===== src/hw/rtl/x931_aes_random_generator_top_assert.svh =====
// Assertion macros for the X9.31 AES random generator.
`ifndef X931_AES_RANDOM_GENERATOR_TOP_ASSERT_SVH
`define X931_AES_RANDOM_GENERATOR_TOP_ASSERT_SVH
`ifndef ASSERT_OFF
`define X931_ASSERT_IMPL(lbl, rst_n, prop, msg) \
    lbl: assert property (@(posedge i_clk) disable iff (!rst_n) prop) else $error(msg);
`define X931_ASSERT_NOW(lbl, prop, msg) \
    lbl: assert property (@(posedge i_clk) prop) else $error(msg);
`else
`define X931_ASSERT_IMPL(lbl, rst_n, prop, msg)
`define X931_ASSERT_NOW(lbl, prop, msg)
`endif
`endif


===== src/hw/rtl/x931_pkg.sv =====
// Shared types, constants and AES round functions for the X9.31 generator.
package x931_pkg;
    localparam int unsigned REQ_W = 257;
    localparam int unsigned TDATA_IN_W = 256;
    localparam int unsigned TDATA_OUT_W = 128;
    localparam int unsigned ROUNDS = 10;

    typedef logic [3:0] t_round;

    typedef enum logic [0:0] {
        KIND_GENERATE = 1'b0,
        KIND_RESYNC = 1'b1
    } t_kind;

    typedef enum logic [2:0] {
        ST_IDLE,
        ST_ENC_DT,
        ST_ENC_R,
        ST_ENC_V,
        ST_OUT
    } t_state;

    typedef struct packed {
        t_kind kind;
        logic [127:0] stamp;
        logic [127:0] seen;
    } t_req;

    typedef struct packed {
        logic valid;
        logic ready;
    } t_q_ctl;

    function automatic logic [7:0] sbox(input logic [7:0] x);
        logic [7:0] s [256];
        s = '{
         8'h63,8'h7c,8'h77,8'h7b,8'hf2,8'h6b,8'h6f,8'hc5,8'h30,8'h01,8'h67,8'h2b,8'hfe,8'hd7,8'hab,8'h76,
         8'hca,8'h82,8'hc9,8'h7d,8'hfa,8'h59,8'h47,8'hf0,8'had,8'hd4,8'ha2,8'haf,8'h9c,8'ha4,8'h72,8'hc0,
         8'hb7,8'hfd,8'h93,8'h26,8'h36,8'h3f,8'hf7,8'hcc,8'h34,8'ha5,8'he5,8'hf1,8'h71,8'hd8,8'h31,8'h15,
         8'h04,8'hc7,8'h23,8'hc3,8'h18,8'h96,8'h05,8'h9a,8'h07,8'h12,8'h80,8'he2,8'heb,8'h27,8'hb2,8'h75,
         8'h09,8'h83,8'h2c,8'h1a,8'h1b,8'h6e,8'h5a,8'ha0,8'h52,8'h3b,8'hd6,8'hb3,8'h29,8'he3,8'h2f,8'h84,
         8'h53,8'hd1,8'h00,8'hed,8'h20,8'hfc,8'hb1,8'h5b,8'h6a,8'hcb,8'hbe,8'h39,8'h4a,8'h4c,8'h58,8'hcf,
         8'hd0,8'hef,8'haa,8'hfb,8'h43,8'h4d,8'h33,8'h85,8'h45,8'hf9,8'h02,8'h7f,8'h50,8'h3c,8'h9f,8'ha8,
         8'h51,8'ha3,8'h40,8'h8f,8'h92,8'h9d,8'h38,8'hf5,8'hbc,8'hb6,8'hda,8'h21,8'h10,8'hff,8'hf3,8'hd2,
         8'hcd,8'h0c,8'h13,8'hec,8'h5f,8'h97,8'h44,8'h17,8'hc4,8'ha7,8'h7e,8'h3d,8'h64,8'h5d,8'h19,8'h73,
         8'h60,8'h81,8'h4f,8'hdc,8'h22,8'h2a,8'h90,8'h88,8'h46,8'hee,8'hb8,8'h14,8'hde,8'h5e,8'h0b,8'hdb,
         8'he0,8'h32,8'h3a,8'h0a,8'h49,8'h06,8'h24,8'h5c,8'hc2,8'hd3,8'hac,8'h62,8'h91,8'h95,8'he4,8'h79,
         8'he7,8'hc8,8'h37,8'h6d,8'h8d,8'hd5,8'h4e,8'ha9,8'h6c,8'h56,8'hf4,8'hea,8'h65,8'h7a,8'hae,8'h08,
         8'hba,8'h78,8'h25,8'h2e,8'h1c,8'ha6,8'hb4,8'hc6,8'he8,8'hdd,8'h74,8'h1f,8'h4b,8'hbd,8'h8b,8'h8a,
         8'h70,8'h3e,8'hb5,8'h66,8'h48,8'h03,8'hf6,8'h0e,8'h61,8'h35,8'h57,8'hb9,8'h86,8'hc1,8'h1d,8'h9e,
         8'he1,8'hf8,8'h98,8'h11,8'h69,8'hd9,8'h8e,8'h94,8'h9b,8'h1e,8'h87,8'he9,8'hce,8'h55,8'h28,8'hdf,
         8'h8c,8'ha1,8'h89,8'h0d,8'hbf,8'he6,8'h42,8'h68,8'h41,8'h99,8'h2d,8'h0f,8'hb0,8'h54,8'hbb,8'h16
        };
        return s[x];
    endfunction

    function automatic logic [7:0] xtime(input logic [7:0] x);
        return {x[6:0], 1'b0} ^ (x[7] ? 8'h1b : 8'h00);
    endfunction

    // Byte i of the AES state sits at bits [127-8i -: 8].
    function automatic logic [7:0] get_byte(input logic [127:0] w, input int i);
        return w[127 - 8 * i -: 8];
    endfunction

    // One cipher round without the key add; last round skips MixColumns.
    function automatic logic [127:0] aes_round(input logic [127:0] b, input logic last);
        logic [7:0] t [16];
        logic [7:0] a0, a1, a2, a3, al;
        logic [127:0] res;
        for (int c = 0; c < 4; c++) begin
            for (int i = 0; i < 4; i++) begin
                t[i + 4 * c] = sbox(get_byte(b, i + 4 * ((c + i) % 4)));
            end
        end
        if (!last) begin
            for (int c = 0; c < 4; c++) begin
                a0 = t[4 * c]; a1 = t[4 * c + 1]; a2 = t[4 * c + 2]; a3 = t[4 * c + 3];
                al = a0 ^ a1 ^ a2 ^ a3;
                t[4 * c] = a0 ^ al ^ xtime(a0 ^ a1);
                t[4 * c + 1] = a1 ^ al ^ xtime(a1 ^ a2);
                t[4 * c + 2] = a2 ^ al ^ xtime(a2 ^ a3);
                t[4 * c + 3] = a3 ^ al ^ xtime(a3 ^ a0);
            end
        end
        for (int i = 0; i < 16; i++) begin
            res[127 - 8 * i -: 8] = t[i];
        end
        return res;
    endfunction

    function automatic logic [7:0] rcon(input t_round r);
        logic [7:0] v;
        case (r)
            4'd1: v = 8'h01;
            4'd2: v = 8'h02;
            4'd3: v = 8'h04;
            4'd4: v = 8'h08;
            4'd5: v = 8'h10;
            4'd6: v = 8'h20;
            4'd7: v = 8'h40;
            4'd8: v = 8'h80;
            4'd9: v = 8'h1b;
            4'd10: v = 8'h36;
            default: v = 8'h00;
        endcase
        return v;
    endfunction

    // Next round key from the previous one (four words).
    function automatic logic [127:0] next_key(input logic [127:0] k, input t_round r);
        logic [31:0] w0, w1, w2, w3, t;
        w0 = k[127:96]; w1 = k[95:64]; w2 = k[63:32]; w3 = k[31:0];
        t = {sbox(w3[23:16]) ^ rcon(r), sbox(w3[15:8]), sbox(w3[7:0]), sbox(w3[31:24])};
        w0 = w0 ^ t;
        w1 = w1 ^ w0;
        w2 = w2 ^ w1;
        w3 = w3 ^ w2;
        return {w0, w1, w2, w3};
    endfunction
endpackage


===== src/hw/rtl/x931_queue.sv =====
// Two-entry request queue between the accepting front and the cipher engine.
module x931_queue import x931_pkg::*; (
    input  logic i_clk,
    input  logic i_rst_n,
    input  logic i_push,
    input  t_req i_req,
    output logic o_full,
    input  logic i_pop,
    output t_req o_req,
    output logic o_valid
);
    t_req r_mem [2];
    logic r_wp, r_rp;
    logic [1:0] r_cnt;

    assign o_full = r_cnt[1];
    assign o_valid = r_cnt != 2'd0;
    assign o_req = r_mem[r_rp];

    always_ff @(posedge i_clk) begin
        if (i_push) begin
            r_mem[r_wp] <= i_req;
        end
    end

    always_ff @(posedge i_clk) begin
        if (!i_rst_n) begin
            r_wp <= 1'b0;
            r_rp <= 1'b0;
            r_cnt <= 2'd0;
        end else begin
            if (i_push) r_wp <= ~r_wp;
            if (i_pop) r_rp <= ~r_rp;
            r_cnt <= r_cnt + {1'b0, i_push} - {1'b0, i_pop};
        end
    end
endmodule


===== config.mk =====
export PLATFORM = sky130hd
export DESIGN_NAME = x931_queue
export DESIGN_NICKNAME = d
export VERILOG_FILES = /design/src/hw/rtl/x931_aes_random_generator_top_assert.svh /design/src/hw/rtl/x931_pkg.sv /design/src/hw/rtl/x931_queue.sv
export SDC_FILE = /design/constraint.sdc
export NUM_CORES = 1
export LEC_CHECK = 0
export ABC_CLOCK_PERIOD_IN_PS = 32000
export BUFFER_PORTS_ARGS = -buffer_cell sky130_fd_sc_hd__buf_4
export CAP_MARGIN = 20
export CORE_UTILIZATION = 25
export DETAILED_ROUTE_END_ITERATION = 10
export GPL_ROUTABILITY_DRIVEN = 1
export MAX_ROUTING_LAYER = met4
export PLACE_DENSITY = 0.41
export REMOVE_ABC_BUFFERS = 1
export SLEW_MARGIN = 10
export SYNTH_ARGS = -nofsm -noshare
export SYNTH_HDL_FRONTEND = slang
export SYNTH_SLANG_ARGS = --single-unit
export TNS_END_PERCENT = 100

===== constraint.sdc =====
create_clock -name i_clk -period 32 [get_ports i_clk]
set_clock_uncertainty 0.05 [all_clocks]
set_input_delay 1.6 -clock i_clk [delete_from_list [all_inputs] [get_ports i_clk]]
set_output_delay 1.6 -clock i_clk [all_outputs]
set_load 0.02 [all_outputs]

==> impl_metrics.env <==
export IMPL_synth_seq_cells=519
export IMPL_cts_buffers=59
export IMPL_post_drt_via_cell_ratio=3.92
export IMPL_grt_start_max_net_pins=117
export IMPL_drive_above_1_share=0.608
export IMPL_hold_path_class="flop to flop"
export IMPL_tns_ns=0
export IMPL_crit_required_ns=30.35
export IMPL_drtAntennaViolNets=0
export IMPL_critPathKind="flop to primary output"
export IMPL_first_iter_violations=464
export IMPL_die_h_microns=283
export IMPL_endpoint="o_req[9]"
export IMPL_yosys_area_top_type="edfxtp_1"
export IMPL_dieArea_sq_mm=0.0802
export IMPL_synth_seq_area_share=0.785
export IMPL_p_leak_nw=10.2
export IMPL_firstDrtPassIters=4
export IMPL_synth_cell_area_sq_mm=0.0198
export IMPL_regToRegSetupSlack_ns=29.12
export IMPL_end_kind="primary output"
export IMPL_syn2layout_area_growth_pct=33.9
export IMPL_slew_headroom=0.218
export IMPL_vias=9677
export IMPL_pin_count=520
export IMPL_fin_total_pwr_w=0.00165
export IMPL_setup_violations_final=0
export IMPL_ctsResizeCount=0
export IMPL_drcViolationCount=0
export IMPL_status="finished, final reports clean"
export IMPL_holdBufCountCts=0
export IMPL_clockRootBuffer="clkbuf_16"
export IMPL_p_per_area_mw_per_mm2=62.3
export IMPL_rows=102
export IMPL_clk_pin_slew_worst_paths_ns=0.05
export IMPL_ir_drop_mv=0.0399
export IMPL_cp_start_kind="flop"
export IMPL_dp_hpwl_microns=32500
export IMPL_nNetsFinal=1645
export IMPL_post_drt_wl_per_cell_microns=19.6
export IMPL_nFillCells=7530
export IMPL_grt_ovfl_total=0
export IMPL_avgSynthCellArea_sq_um=24.1
export IMPL_die_w_microns=283
export IMPL_grt_pass1_vias=10400
export IMPL_synth_cells=820
export IMPL_port_buffers=519
export IMPL_initial_core_util=0.254
export IMPL_critPathArrivalTime_ns=3.89
export IMPL_grt_antenna_before_repair=2
export IMPL_holdPathStages=2
export IMPL_coreArea_sq_mm=0.0778
export IMPL_fin_crit_sh=0.173
export IMPL_routabilityCongestion=0.723
export IMPL_r2r_start="r_wp$_SDFFE_PN0P_"
export IMPL_cts_setup_buffers=0
export IMPL_min_period_ns=5.54
export IMPL_yosys_top_cells_area="edfxtp_1 (78%), mux2_4 (17%), mux2_2 (1.5%), buf_6 (0.85%), buf_8 (0.84%)"
export IMPL_grt_pass1_wl_microns=70200
export IMPL_tightest_slew_ns=1.17
export IMPL_cts_tree="done"
export IMPL_r2r_end="r_mem[1][229]$_DFFE_PP_"
export IMPL_synth_top_area_frac=0.780
export IMPL_yosysWarningCount=0
export IMPL_synth_distinct_cells=16
export IMPL_insertion_delay_ns=0.59
export IMPL_cts_htree_levels=2
export IMPL_reg2regPathDepth=3
export IMPL_max_clock_freq_ghz=0.181
export IMPL_clkSinkCount=519
export IMPL_slew_viol_final=0
export IMPL_drt_total_wl_microns=48500
export IMPL_cp_max_fo=48
export IMPL_cts_max_path_buffers=3
export IMPL_final_hold_viol_count=0
export IMPL_rsz0062_at_grt="false"
export IMPL_cap_viol_max_count=0
export IMPL_track_usage=0.121
synthesized netlist by cell type (all sizes together):
library cell,n
edfxtp,514
and2,4
buf,29
dfxtp,5
inv,2
o21a,1
ha,2
nor2b,3
or2,1
mux2,257
xnor3,1
xor2,1
cells in the final DEF, fill, tap and decap left out:
| master | synthesis | routed |
|---|---|---|
| buf_4 | 0 | 529 |
| edfxtp_1 | 514 | 514 |
| mux2_4 | 230 | 230 |
| clkbuf_16 | 0 | 61 |
| mux2_2 | 27 | 27 |
| clkbuf_1 | 0 | 15 |
| clkinv_1 | 0 | 14 |
| clkinv_2 | 0 | 10 |
| dfxtp_1 | 5 | 4 |
| and2_1 | 4 | 3 |
| diode_2 | 0 | 2 |
| inv_1 | 2 | 2 |
| nor2b_1 | 3 | 2 |
| ha_1 | 2 | 2 |
| clkinvlp_4 | 0 | 2 |
| inv_6 | 0 | 2 |
| and2_4 | 0 | 1 |
| xor2_1 | 1 | 1 |
| or2_2 | 1 | 1 |
| nor2b_4 | 0 | 1 |
| o21a_1 | 1 | 1 |
| xnor3_1 | 1 | 1 |
| dfxtp_4 | 0 | 1 |
| bufinv_16 | 0 | 1 |
| buf_12 | 1 | 1 |
flip-flops by register name (all words and copies together) (netlist names), named ones only:
name   cells
r_cnt      2
r_mem    514
r_wp       1
r_rp       1
worst max-delay path: stages (launching register included):
cell and delay [ns]:
dfxtp_4 0.97, buf_4 0.81, buf_4 0.77, mux2_2 0.42
buf_4 0.16
layout make-up:
cell class	count	area (sq um)	share of cell area
diodes	2	5.00	0.000189
clock buffers	76	1580	0.0598
clock inverters	29	165	0.00624
inverters	2	7.51	0.000284
multi-input cells	270	3880	0.147
flip-flops and latches	519	15500	0.587
well taps	1040	1300	0.0492
repair buffers	530	3990	0.151
cells by family after synthesis:
group | count (synthesis) | synth area share
DFF | 519 | 0.785
muxes | 257 | 0.190
buffers and inverters | 31 | 0.0188
and+or+nand+nor | 8 | 0.00253
xor gates and xnor gates | 2 | 0.00158
adders and majority gates | 2 | 0.00127
AOI/OAI and AO/OA | 1 | 0.000380
metrics by stage:
| stage | util | hold slack (ns) | std cells | cell area [sq um] | worst slack, ns |
|---|---|---|---|---|---|
| detailed placement | 0.318 | 0.507 | 2361 | 24700 | 26.96 |
| CTS | 0.340 | 0.519 | 2466 | 26500 | 26.29 |
| floorplan | - | 0.505 | 791 | 19400 | 18.30 |
| finish | 0.340 | 0.516 | 2468 | 26500 | 26.46 |
| global route | 0.340 | 0.556 | 2468 | 26500 | 26.17 |
| global placement | 0.318 | 0.513 | 2361 | 24700 | 27.01 |
worst min path at each step:
stage                       from   end  slack (ns)
2_1_floorplan  r_rp$_SDFFE_PN0P_  flop        0.50
3_3_place_gp   r_rp$_SDFFE_PN0P_  flop        0.51
3_5_place_dp   r_rp$_SDFFE_PN0P_  flop        0.51
4_1_cts        r_rp$_SDFFE_PN0P_  flop        0.52
5_1_grt        r_rp$_SDFFE_PN0P_  flop        0.56
6_report       r_rp$_SDFFE_PN0P_  flop        0.52
metal layers:
metal | vias up | track usage | routed length (microns)
li1 | 4406 | - | -
met2 | 309 | 0.208 | 25200
met5 | - | - | 0
met4 | 0 | 0.0326 | 998
met3 | 78 | 0.0457 | 3980
met1 | 4884 | 0.129 | 18300
where the power goes:
group / total (W) / leakage, nW / internal, W / switching [W]
sequential: 0.000800 / 4.87 / 0.000788 / 0.0000122
combinational: 0.000232 / 4.45 / 0.000117 / 0.000115
clock: 0.000616 / 0.854 / 0.000353 / 0.000263
Power figures use the tool's default switching activity.
